## src/ulsrd_pkg.sv

```systemverilog
// ----------------------------------------------------------------------------
// ulsrd_pkg
// shared constants, codes and the line state classifier
// ----------------------------------------------------------------------------
package ulsrd_pkg;

   localparam int TIME_BITS_DEFAULT = 40;
   localparam int QUEUE_DEPTH       = 2;
   localparam int CSR_DATA_W        = 40;
   localparam int CSR_INDEX_W       = 1;
   localparam int MV_W              = 13;
   localparam int TICKS_W           = 16;
   localparam int STATE_W           = 2;

   // register indexes
   localparam logic [CSR_INDEX_W-1:0] CSR_SPEED_MODE       = 1'd0;
   localparam logic [CSR_INDEX_W-1:0] CSR_TRANSITION_TICKS = 1'd1;

   // speed modes
   localparam logic [1:0] SPD_LOW  = 2'd0;
   localparam logic [1:0] SPD_FULL = 2'd1;
   localparam logic [1:0] SPD_HIGH = 2'd2;

   localparam logic [1:0]            SPEED_RESET      = SPD_FULL;
   localparam logic [CSR_DATA_W-1:0] TRANSITION_RESET = 40'd14;

   // request kinds
   localparam logic REQ_SAMPLE = 1'b0;
   localparam logic REQ_FLUSH  = 1'b1;

   // line states
   localparam logic [STATE_W-1:0] LS_J   = 2'd0;
   localparam logic [STATE_W-1:0] LS_K   = 2'd1;
   localparam logic [STATE_W-1:0] LS_SE0 = 2'd2;
   localparam logic [STATE_W-1:0] LS_SE1 = 2'd3;

   // thresholds in millivolts
   localparam logic signed [MV_W:0]   DIFF_THR_HS_MV = 14'sd150;
   localparam logic signed [MV_W:0]   DIFF_THR_MV    = 14'sd200;
   localparam logic signed [MV_W-1:0] SE_THR_MV      = 13'sd800;

   typedef struct packed {
      logic full;
      logic empty;
   } q_status_type;

   function automatic logic [STATE_W-1:0] classify_line(
      input logic signed [MV_W-1:0] vp,
      input logic signed [MV_W-1:0] vn,
      input logic [1:0]             speed
   );
      logic signed [MV_W:0]   diff;
      logic signed [MV_W:0]   thr;
      logic                   fast;
      logic [STATE_W-1:0]     st;
      diff = $signed({vp[MV_W-1], vp}) - $signed({vn[MV_W-1], vn});
      thr  = (speed == SPD_HIGH) ? DIFF_THR_HS_MV : DIFF_THR_MV;
      fast = (speed == SPD_FULL) || (speed == SPD_HIGH);
      if (diff > thr || diff < -thr) begin
         if (fast) begin
            st = (diff > 0) ? LS_J : LS_K;
         end else begin
            st = (diff > 0) ? LS_K : LS_J;
         end
      end else if (vp > SE_THR_MV && vn > SE_THR_MV) begin
         st = LS_SE1;
      end else begin
         st = LS_SE0;
      end
      return st;
   endfunction

endpackage

```

## src/ulsrd_front.sv

```systemverilog
// ----------------------------------------------------------------------------
// ulsrd_front
// takes request transfers, classifies the line state and queues the item
// ----------------------------------------------------------------------------
module ulsrd_front
   import ulsrd_pkg::*;
#(
   parameter int TIME_BITS = TIME_BITS_DEFAULT
) (
   input  logic                            req_valid,
   output logic                            req_stall,
   input  logic                            req_type,
   input  logic signed [MV_W-1:0]          req_v_plus_mv,
   input  logic signed [MV_W-1:0]          req_v_minus_mv,
   input  logic [TIME_BITS-1:0]            req_sample_time,
   input  logic [TICKS_W-1:0]              req_sample_ticks,
   input  logic [1:0]                      speed_mode,
   input  q_status_type                    q_status,
   output logic                            q_push,
   output logic [TIME_BITS+TICKS_W+2:0]    q_item
);

   logic [STATE_W-1:0] line_state;

   assign line_state = classify_line(req_v_plus_mv, req_v_minus_mv, speed_mode);
   assign req_stall  = q_status.full;
   assign q_push     = req_valid && !q_status.full;
   assign q_item     = {req_type, line_state, req_sample_time, req_sample_ticks};

endmodule

```

## src/ulsrd_queue.sv

```systemverilog
// ----------------------------------------------------------------------------
// ulsrd_queue
// short queue between the classifier and the run tracker
// ----------------------------------------------------------------------------
module ulsrd_queue
   import ulsrd_pkg::*;
#(
   parameter int WIDTH = 8,
   parameter int DEPTH = QUEUE_DEPTH
) (
   input  logic             clock,
   input  logic             reset,
   input  logic             push,
   input  logic [WIDTH-1:0] wr_data,
   input  logic             pop,
   output logic [WIDTH-1:0] rd_data,
   output q_status_type     status
);

   localparam int PTR_W = (DEPTH > 1) ? $clog2(DEPTH) : 1;
   localparam int CNT_W = $clog2(DEPTH + 1);

   logic [WIDTH-1:0] slot_ff [DEPTH];
   logic [PTR_W-1:0] wr_ptr_ff, wr_ptr_in;
   logic [PTR_W-1:0] rd_ptr_ff, rd_ptr_in;
   logic [CNT_W-1:0] count_ff, count_in;

   always_comb begin
      wr_ptr_in = wr_ptr_ff;
      rd_ptr_in = rd_ptr_ff;
      count_in  = count_ff;
      if (push) begin
         wr_ptr_in = (wr_ptr_ff == PTR_W'(DEPTH - 1)) ? '0 : wr_ptr_ff + 1'b1;
      end
      if (pop) begin
         rd_ptr_in = (rd_ptr_ff == PTR_W'(DEPTH - 1)) ? '0 : rd_ptr_ff + 1'b1;
      end
      case ({push, pop})
         2'b10:   count_in = count_ff + 1'b1;
         2'b01:   count_in = count_ff - 1'b1;
         default: count_in = count_ff;
      endcase
   end

   always_ff @(posedge clock) begin
      if (reset) begin
         wr_ptr_ff <= '0;
         rd_ptr_ff <= '0;
         count_ff  <= '0;
      end else begin
         wr_ptr_ff <= wr_ptr_in;
         rd_ptr_ff <= rd_ptr_in;
         count_ff  <= count_in;
      end
   end

   always_ff @(posedge clock) begin
      if (push) begin
         slot_ff[wr_ptr_ff] <= wr_data;
      end
   end

   assign rd_data      = slot_ff[rd_ptr_ff];
   assign status.full  = (count_ff == CNT_W'(DEPTH));
   assign status.empty = (count_ff == '0);

endmodule

```

## src/ulsrd_back.sv

```systemverilog
// ----------------------------------------------------------------------------
// ulsrd_back
// run tracker: merges equal states, absorbs short se0/se1 glitches, emits runs
// ----------------------------------------------------------------------------
module ulsrd_back
   import ulsrd_pkg::*;
#(
   parameter int TIME_BITS = TIME_BITS_DEFAULT
) (
   input  logic                          clock,
   input  logic                          reset,
   input  q_status_type                  q_status,
   input  logic [TIME_BITS+TICKS_W+2:0]  q_item,
   output logic                          q_pop,
   input  logic [CSR_DATA_W-1:0]         transition_ticks,
   output logic                          rsp_valid,
   input  logic                          rsp_stall,
   output logic [STATE_W-1:0]            rsp_line_state,
   output logic [TIME_BITS-1:0]          rsp_run_start,
   output logic [TIME_BITS-1:0]          rsp_run_length
);

   localparam int ITEM_W = TIME_BITS + TICKS_W + 3;
   localparam int SUM_W  = TIME_BITS + 1;
   localparam int CMP_W  = (TIME_BITS > CSR_DATA_W) ? TIME_BITS : CSR_DATA_W;

   logic                 item_type;
   logic [STATE_W-1:0]   item_state;
   logic [TIME_BITS-1:0] item_time;
   logic [TICKS_W-1:0]   item_ticks;

   logic                 run_open_ff, run_open_in;
   logic [STATE_W-1:0]   open_state_ff, open_state_in;
   logic [TIME_BITS-1:0] open_start_ff, open_start_in;
   logic [TIME_BITS-1:0] open_length_ff, open_length_in;

   logic                 rsp_valid_ff, rsp_valid_in;
   logic [STATE_W-1:0]   rsp_line_state_ff;
   logic [TIME_BITS-1:0] rsp_run_start_ff;
   logic [TIME_BITS-1:0] rsp_run_length_ff;

   logic                 out_free;
   logic                 emit;
   logic                 open_is_se;
   logic                 open_short;
   logic [SUM_W-1:0]     sum;
   logic [TIME_BITS-1:0] sat_length;

   assign item_type  = q_item[ITEM_W-1];
   assign item_state = q_item[TICKS_W+TIME_BITS +: STATE_W];
   assign item_time  = q_item[TICKS_W +: TIME_BITS];
   assign item_ticks = q_item[TICKS_W-1:0];

   assign out_free   = !rsp_valid_ff || !rsp_stall;
   assign q_pop      = !q_status.empty && out_free;

   assign sum        = SUM_W'(open_length_ff) + SUM_W'(item_ticks);
   assign sat_length = sum[TIME_BITS] ? '1 : sum[TIME_BITS-1:0];
   assign open_is_se = (open_state_ff == LS_SE0) || (open_state_ff == LS_SE1);
   assign open_short = CMP_W'(open_length_ff) < CMP_W'(transition_ticks);

   always_comb begin
      run_open_in    = run_open_ff;
      open_state_in  = open_state_ff;
      open_start_in  = open_start_ff;
      open_length_in = open_length_ff;
      emit           = 1'b0;
      if (q_pop) begin
         if (item_type == REQ_FLUSH) begin
            if (run_open_ff) begin
               emit        = 1'b1;
               run_open_in = 1'b0;
            end
         end else if (!run_open_ff) begin
            run_open_in    = 1'b1;
            open_state_in  = item_state;
            open_start_in  = item_time;
            open_length_in = TIME_BITS'(item_ticks);
         end else if (item_state == open_state_ff) begin
            open_length_in = sat_length;
         end else if (open_is_se && open_short) begin
            open_state_in  = item_state;
            open_length_in = sat_length;
         end else begin
            emit           = 1'b1;
            open_state_in  = item_state;
            open_start_in  = item_time;
            open_length_in = TIME_BITS'(item_ticks);
         end
      end
      rsp_valid_in = emit || (rsp_valid_ff && rsp_stall);
   end

   always_ff @(posedge clock) begin
      if (reset) begin
         run_open_ff    <= 1'b0;
         open_state_ff  <= LS_J;
         open_start_ff  <= '0;
         open_length_ff <= '0;
         rsp_valid_ff   <= 1'b0;
      end else begin
         run_open_ff    <= run_open_in;
         open_state_ff  <= open_state_in;
         open_start_ff  <= open_start_in;
         open_length_ff <= open_length_in;
         rsp_valid_ff   <= rsp_valid_in;
      end
   end

   always_ff @(posedge clock) begin
      if (emit) begin
         rsp_line_state_ff <= open_state_ff;
         rsp_run_start_ff  <= open_start_ff;
         rsp_run_length_ff <= open_length_ff;
      end
   end

   assign rsp_valid      = rsp_valid_ff;
   assign rsp_line_state = rsp_line_state_ff;
   assign rsp_run_start  = rsp_run_start_ff;
   assign rsp_run_length = rsp_run_length_ff;

endmodule

```

## src/usb_line_state_run_decoder_core.sv

```systemverilog
// ----------------------------------------------------------------------------
// usb_line_state_run_decoder_core
// turns d+/d- voltage samples into emitted line state runs
// ----------------------------------------------------------------------------
// Takes one sample or flush transfer per clock unless req_stall (queue full)
// is high. A sample is classified as J, K, SE0 or SE1 in the cycle it is
// taken and queued; the run tracker pops one queued item per cycle while the
// result register is free or being taken, so the result for the request that
// closed the run passes the queue slot and then the result register before it
// shows on rsp_. The run tracker updates the open run with one saturating add
// and one compare against transition_ticks; a two-entry queue and the result
// register let each side stall on its own. No clearing pass follows reset.
module usb_line_state_run_decoder_core
   import ulsrd_pkg::*;
#(
   parameter int TIME_BITS = TIME_BITS_DEFAULT
) (
   input  logic                   clock,
   input  logic                   reset,
   input  logic                   csr_wr_en,
   input  logic [CSR_INDEX_W-1:0] csr_index,
   input  logic [CSR_DATA_W-1:0]  csr_wr_data,
   input  logic                   req_valid,
   output logic                   req_stall,
   input  logic                   req_type,
   input  logic signed [MV_W-1:0] req_v_plus_mv,
   input  logic signed [MV_W-1:0] req_v_minus_mv,
   input  logic [TIME_BITS-1:0]   req_sample_time,
   input  logic [TICKS_W-1:0]     req_sample_ticks,
   output logic                   rsp_valid,
   input  logic                   rsp_stall,
   output logic [STATE_W-1:0]     rsp_line_state,
   output logic [TIME_BITS-1:0]   rsp_run_start,
   output logic [TIME_BITS-1:0]   rsp_run_length
);

   localparam int ITEM_W = TIME_BITS + TICKS_W + 3;

   logic [1:0]            speed_mode_ff, speed_mode_in;
   logic [CSR_DATA_W-1:0] transition_ticks_ff, transition_ticks_in;

   q_status_type          q_status;
   logic                  q_push;
   logic                  q_pop;
   logic [ITEM_W-1:0]     q_wr_item;
   logic [ITEM_W-1:0]     q_rd_item;

   always_comb begin
      speed_mode_in       = speed_mode_ff;
      transition_ticks_in = transition_ticks_ff;
      if (csr_wr_en) begin
         case (csr_index)
            CSR_SPEED_MODE:       speed_mode_in       = csr_wr_data[1:0];
            CSR_TRANSITION_TICKS: transition_ticks_in = csr_wr_data;
            default: ;
         endcase
      end
   end

   always_ff @(posedge clock) begin
      if (reset) begin
         speed_mode_ff       <= SPEED_RESET;
         transition_ticks_ff <= TRANSITION_RESET;
      end else begin
         speed_mode_ff       <= speed_mode_in;
         transition_ticks_ff <= transition_ticks_in;
      end
   end

   ulsrd_front #(
      .TIME_BITS (TIME_BITS)
   ) u_front (
      .req_valid        (req_valid),
      .req_stall        (req_stall),
      .req_type         (req_type),
      .req_v_plus_mv    (req_v_plus_mv),
      .req_v_minus_mv   (req_v_minus_mv),
      .req_sample_time  (req_sample_time),
      .req_sample_ticks (req_sample_ticks),
      .speed_mode       (speed_mode_ff),
      .q_status         (q_status),
      .q_push           (q_push),
      .q_item           (q_wr_item)
   );

   ulsrd_queue #(
      .WIDTH (ITEM_W),
      .DEPTH (QUEUE_DEPTH)
   ) u_queue (
      .clock   (clock),
      .reset   (reset),
      .push    (q_push),
      .wr_data (q_wr_item),
      .pop     (q_pop),
      .rd_data (q_rd_item),
      .status  (q_status)
   );

   ulsrd_back #(
      .TIME_BITS (TIME_BITS)
   ) u_back (
      .clock            (clock),
      .reset            (reset),
      .q_status         (q_status),
      .q_item           (q_rd_item),
      .q_pop            (q_pop),
      .transition_ticks (transition_ticks_ff),
      .rsp_valid        (rsp_valid),
      .rsp_stall        (rsp_stall),
      .rsp_line_state   (rsp_line_state),
      .rsp_run_start    (rsp_run_start),
      .rsp_run_length   (rsp_run_length)
   );

endmodule

```

## config.mk

```make
export PLATFORM = sky130hd
export DESIGN_NAME = usb_line_state_run_decoder_core
export DESIGN_NICKNAME = d
export VERILOG_FILES = /design/src/ulsrd_pkg.sv /design/src/ulsrd_front.sv /design/src/ulsrd_queue.sv /design/src/ulsrd_back.sv /design/src/usb_line_state_run_decoder_core.sv
export SDC_FILE = /design/constraint.sdc
export NUM_CORES = 1
export LEC_CHECK = 0
export ABC_AREA = 1
export ABC_CLOCK_PERIOD_IN_PS = 4610
export BUFFER_PORTS_ARGS = -buffer_cell sky130_fd_sc_hd__buf_2
export CAP_MARGIN = 0
export CORE_UTILIZATION = 30
export CTS_BUF_LIST = sky130_fd_sc_hd__clkbuf_8
export CTS_CLUSTER_DIAMETER = 40
export CTS_CLUSTER_SIZE = 40
export DETAILED_ROUTE_END_ITERATION = 10
export GPL_TIMING_DRIVEN = 0
export PLACE_DENSITY = 0.49
export SLEW_MARGIN = 15
export SYNTH_ARGS = -nofsm -noshare
export SYNTH_HDL_FRONTEND = slang
export SYNTH_HIERARCHICAL = 1
export SYNTH_SLANG_ARGS = --single-unit
```

## constraint.sdc

```tcl
create_clock -name clock -period 4.61 [get_ports clock]
set_input_delay 0.6915 -clock clock [delete_from_list [all_inputs] [get_ports clock]]
set_output_delay 0.6915 -clock clock [all_outputs]
set_load 0.02 [all_outputs]
```

== Yosys cells after proc, flatten, opt, wreduce, memory -nomap -nowiden ==
Memory sizes are Yosys's and may differ from the RTL's. A register that Yosys moved wholly into a read port is not among the register bits.
Index checks and enable logic that the tools add are counted.
Cells by class
  bitwise logic cells: 2
  order comparisons: 6
  eq/ne operators: 10
  mux-type cells: 29
  reductions and logical operators: 21
  add/subtract/negate cells: 7
Operators by type and width (number)
  40-bit two-way mux: 7
  40-bit by 16-bit adder with 41-bit output: 1
  40-bit < comparator: 1
  13-bit by 11-bit > comparator with 1-bit output (second input constant): 2
  1-bit two-way mux: 16
  14-bit by 1-bit > comparator with 1-bit output (second input constant): 1
  14-bit by 9-bit > comparator with 1-bit output: 1
  14-bit < comparator: 1
  14-bit negation: 1
  13-bit by 13-bit subtractor with 14-bit output: 1
  2-bit equality test (second input constant): 5
  2-bit two-way mux: 4
  7-bit two-way mux: 1
  2-bit AND reduction: 3
  1-bit logical AND: 5
  1-bit logical OR: 5
  2-bit by 1-bit equality test with 1-bit output (second input constant): 2
  1-bit logical NOT: 4
  2-bit != test (second input constant): 2
  2-bit case mux with 2 select lines: 1
  4-bit AND reduction: 1
  3-bit AND reduction: 1
  1-bit adder (second input constant): 2
  2-bit by 1-bit adder with 2-bit output (second input constant): 1
  5 further kinds: 6
Word-level totals
  memories kept: 1
  register bits: 212
  memory bits (writable): 118
  output and inout bits: 84
Memories
  u_queue.slot_ff: depth 2, width 59, read ports 1, clocked after Yosys merged registers in 1, write ports 1, RTL line ulsrd_queue.sv:23  | logic [WIDTH-1:0] slot_ff [DEPTH];

== Longest topological paths before layout ==
  word-level depth: 9
  gate-level depth with buffers: 23

== Modules after synthesis ==
Netlist, hierarchy kept.
Modules (own cells, without submodules)
  ulsrd_back: cells each 1101, area each 9370.2 µm², times used 1
  ulsrd_queue: cells each 217, area each 4528.1 µm², times used 1
  ulsrd_front: cells each 328, area each 1814.2 µm², times used 1
  usb_line_state_run_decoder_core: cells each 187, area each 1498.9 µm², times used 1

== Worst setup path before layout ==
No wires, ideal clock.
  path kind: in2reg
  from: input req_valid
  to: memory u_queue/slot_ff[0][0] (netlist bit), enable pin
  data required time: 4134 ps
  data arrival time: 3399 ps
  slack: 735 ps
  setup time: 476 ps
  stages on the path: 4
  cells stage by stage: inv_1 nor2_1 inv_1 nor2_1
On the way
  cells in the longest elaborated chain, start to end: 3
RTL lines
  start: declaration: RTL line usb_line_state_run_decoder_core.sv:23  | input logic req_valid,
  1-bit logical AND: RTL line ulsrd_front.sv:27  | assign q_push = req_valid && !q_status.full;
  named net q_push: RTL line usb_line_state_run_decoder_core.sv:43  | logic q_push;
  1-bit two-way mux: RTL line ulsrd_queue.sv:58  | if (push) begin
  1-bit two-way mux (not written as such): RTL line ulsrd_queue.sv:59  | slot_ff[wr_ptr_ff] <= wr_data;
  end: declaration: RTL line ulsrd_queue.sv:23
The timed path passes the listed nets, and every way through them passes these cells.

== Worst setup path in the final report ==
  from: register u_back.open_length_ff[39]
  to: register u_back.rsp_line_state_ff[0], in the netlist u_back/rsp_line_state[0], enable pin
On the way
  cells in the longest elaborated chain, start to end: 7
RTL lines
  start: declaration: RTL line ulsrd_back.sv:35  | logic [TIME_BITS-1:0] open_length_ff, open_length_in;
  start signal: assignment: RTL line ulsrd_back.sv:105  | open_length_ff <= open_length_in;
  40-bit < comparator: RTL line ulsrd_back.sv:60  | assign open_short = CMP_W'(open_length_ff) < CMP_W'(transition_ticks);
  1-bit logical AND: RTL line ulsrd_back.sv:81  | end else if (open_is_se && open_short) begin
  1-bit two-way mux: RTL line ulsrd_back.sv:81
  1-bit two-way mux: RTL line ulsrd_back.sv:79  | end else if (item_state == open_state_ff) begin
  1-bit two-way mux: RTL line ulsrd_back.sv:74  | end else if (!run_open_ff) begin
  1-bit two-way mux: RTL line ulsrd_back.sv:69  | if (item_type == REQ_FLUSH) begin
  1-bit two-way mux: RTL line ulsrd_back.sv:68  | if (q_pop) begin
  named net u_back.emit: RTL line ulsrd_back.sv:43  | logic emit;
  end signal: assignment: RTL line ulsrd_back.sv:112  | rsp_line_state_ff <= open_state_ff;
  end: declaration: RTL line ulsrd_back.sv:38  | logic [STATE_W-1:0] rsp_line_state_ff;
The timed path passes the listed nets, and every way through them passes these cells.
A chain may end at the register's enable or synchronous reset.

==> metrics <==
Tmin final roughly 3200 ps; Post-synth EDFFs 200; CP dominant cell by count nand2_1; PostCTS Resize Cnt 0; startpoint types flop; Setup WS pre-CTS 1050 ps; die outline width around 240 um; grt ovf 0; Seq cells post-synth 331; Worst EP arrival approximately 3500 ps; relative slew slack 0.359; CTS tree yes; Least-Margin Pin Slew just under 1000 ps; Critical Path Slowest Stage Cell inv_6; crit-path max FO 42; CP max stage delay about 460 ps; Synth area leader edfxtp_1; largest net degree at the start of global routing 48; Cells after Synth approximately 1.8k; top-area cell type share of the netlist area 0.349; DRT Pass-1 Iters 5; share of cells above drive strength 1 0.272; first-pass GRT wire length roughly 70 mm; Clock transition at path regs about 80 ps; Syn Nets 2041; CP Capture Type flop; Setup Viol. Count Final 0; YS warnings 6; Starting DRT DRC Count between 500 and 600; Post-CTS Setup Bufs 0; Max Freq ~310 MHz; Die H between 200 and 250 um; NumNets Final 2257; CP Depth 14; via count around 13k; worst-skew pair later-pin latency around 660 ps; most common cell in the synthesized netlist nand2_1; Post-DP HPWL between 30 and 40 mm; WHS Path Cells 1; number of global-route vias before repair 12.9k; initial antenna violation count 4; Avg Inst Size Synth 9.39 um^2; Via density about 4.5; CTS root buf clkbuf_8; Setup Skew about 46 ps; GRT Overall Usage 0.152; cts hold-fix bufs 0; worst hold-check path type primary input to flop; Power Dens Cells about 500 nW/um^2; TritonCTS buffer count between 50 and 60; die area approximately 58000 um^2; Max H-tree Level 2; core area 56500 um^2; mapped cell area about 17000 um^2; delay-heaviest family, CP simple AND/OR/NAND/NOR gates; Leakage Power approximately 0.0086 uW; FP Rows 87; Bufs and invs on worst path 2; final period utilization 0.690; Placed Area roughly 19000 um^2; Routed Antenna Nets 0; Slew Viols, Final 0; area added between synthesis and finish 18.5%; async set-or-reset flop fraction in the synthesized netlist 0; Crit Path Category flop to flop; outcome complete, no violations; Final Hold Fails 0; I/O Buffers between 150 and 200; top cell types by occurrence after synthesis 433 x nand2_1, 202 x inv_1, 200 x edfxtp_1; Worst VDD drop around 0.21 mV; worst path required time 4910 ps; clk buf depth 3; Initial Utilization 0.305; Finished Cell Area around 20000 um^2; main flop type after synthesis edfxtp_1; r2r worst-path depth 14; Netlist cell types 50; top cells by area, synth edfxtp_1 35%, dfxtp_1 15%, nand2_1 9.4%, ha_1 5.6%, inv_1 4.4%; critical path cell sequence ha_1 -> nand2_1 -> nor2_2 -> nand2_2 -> nor2_4 -> nand2_1 -> nor2_1 -> nand2_1 -> nand3_2 -> nand2_4 -> nand2_1 -> nand3_1 -> inv_6 -> buf_16; DRC errors left 0; final setup margin around 1400 ps; Seq/Total Area, Yosys 0.501; GPL Wtd Cong between 0.8 and 0.9; total length of routed wires ~44 mm; RSZ-0062 raised after global routing no; CTS Sinks approximately 330; DR WL/cell 15.6 um; I/O pin total 213; Max-cap violations 0
-- sequential cells by signal, indices dropped and copies added, names as in the netlist, named ones only --
signal and count:
u_back/rsp_run_start 40, u_back/rsp_line_state 2, u_queue/count_ff 2, u_back/rsp_valid 1, u_back/open_start_ff 40, u_queue/slot_ff 118
u_back/open_state_ff 2, u_back/run_open_ff 1, u_queue/wr_ptr_ff 1, transition_ticks_ff 40, u_back/rsp_run_length 40, u_queue/rd_ptr_ff 1
speed_mode_ff 2, u_back/open_length_ff 40
-- power by group --
| group | internal [uW] | leakage [uW] | switching, uW |
|---|---|---|---|
| combinational | 1120 | 0.00497 | 1870 |
| clock | 1760 | 0.000691 | 1390 |
| sequential | 3660 | 0.00292 | 221 |
| total | 6540 | 0.00858 | 3480 |
-- logic make-up (layout without fill, tap and decap cells) --
logic type               count (synthesis)  after routing  synth area share
AND/OR/NAND/NOR                        862            862             0.238
XOR/XNOR                                11             11           0.00560
flip-flops                             331            331             0.501
adder cells (fa/ha/maj)                 79             79            0.0583
multiplexers                            59             59            0.0408
buffers and inverters                  326            589            0.0957
AO/OA/AOI/OAI                          165            165            0.0604
other                                    0              1                 0
-- layout by cell type (no fill, tap or decap), drive strengths merged --
cell type  count
clkbuf        78
a21boi         1
diode          1
nand3b        13
dfxtp        131
o21bai         1
inv          229
clkinvlp       5
xor2           1
o31ai          1
o21ai         51
clkinv        13
o21a           2
fa             2
xnor2         10
buf          255
mux2          59
nor3          13
nor4           2
edfxtp       200
and2           2
ha            77
nand3        147
nand2        459
a21oi        105
bufinv         9
nor2         171
a21o           4
nor3b          1
or2            3
nand4         51
-- area by class of cell --
type | instances | area (um^2)
diodes | 1 | 2.50
clock buffers | 58 | 798
fillers | 5791 | 36100
multi-input cells | 1176 | 6940
plain buffers | 116 | 856
inverters | 210 | 798
flip-flops and latches | 331 | 8630
well taps | 756 | 946
repair buffers | 159 | 871
clock inverters | 46 | 558
-- final timing paths --
kind | endpoint | startpoint | slack, ps
setup / recovery | u_back/rsp_line_state[0] | u_back/open_length_ff[39] | 1430
setup reg to reg | u_back/rsp_line_state[0] | u_back/open_length_ff[39] | 1430
hold / removal | u_queue/slot_ff[0][36] | req_sample_time[20] | 220
hold reg to reg | u_back/rsp_run_start[19] | u_back/open_start_ff[19] | 430
-- through the flow --
step | hold slack, ps | total power (uW) | util | cells | setup TNS (ps)
floorplan | 409 | 6110 | - | 1833 | 0
global placement | 416 | 6930 | 0.335 | 2744 | -148760
detailed placement | 414 | 6980 | 0.337 | 2748 | 0
CTS | 148 | 10200 | 0.361 | 2852 | 0
global route | 160 | 10700 | 0.361 | 2853 | 0
finish | 218 | 10000 | 0.361 | 2853 | 0
-- layer usage --
metal | global-route usage | vias to the layer above | share of wire
met3 | 0.0321 | 76 | 0.044
met2 | 0.273 | 227 | 0.50
met4 | 0.0496 | 6 | 0.025
met1 | 0.179 | 5995 | 0.43
li1 | - | 6504 | -
met5 | 0 | - | 0.00092
Power figures use the tool's default switching activity.
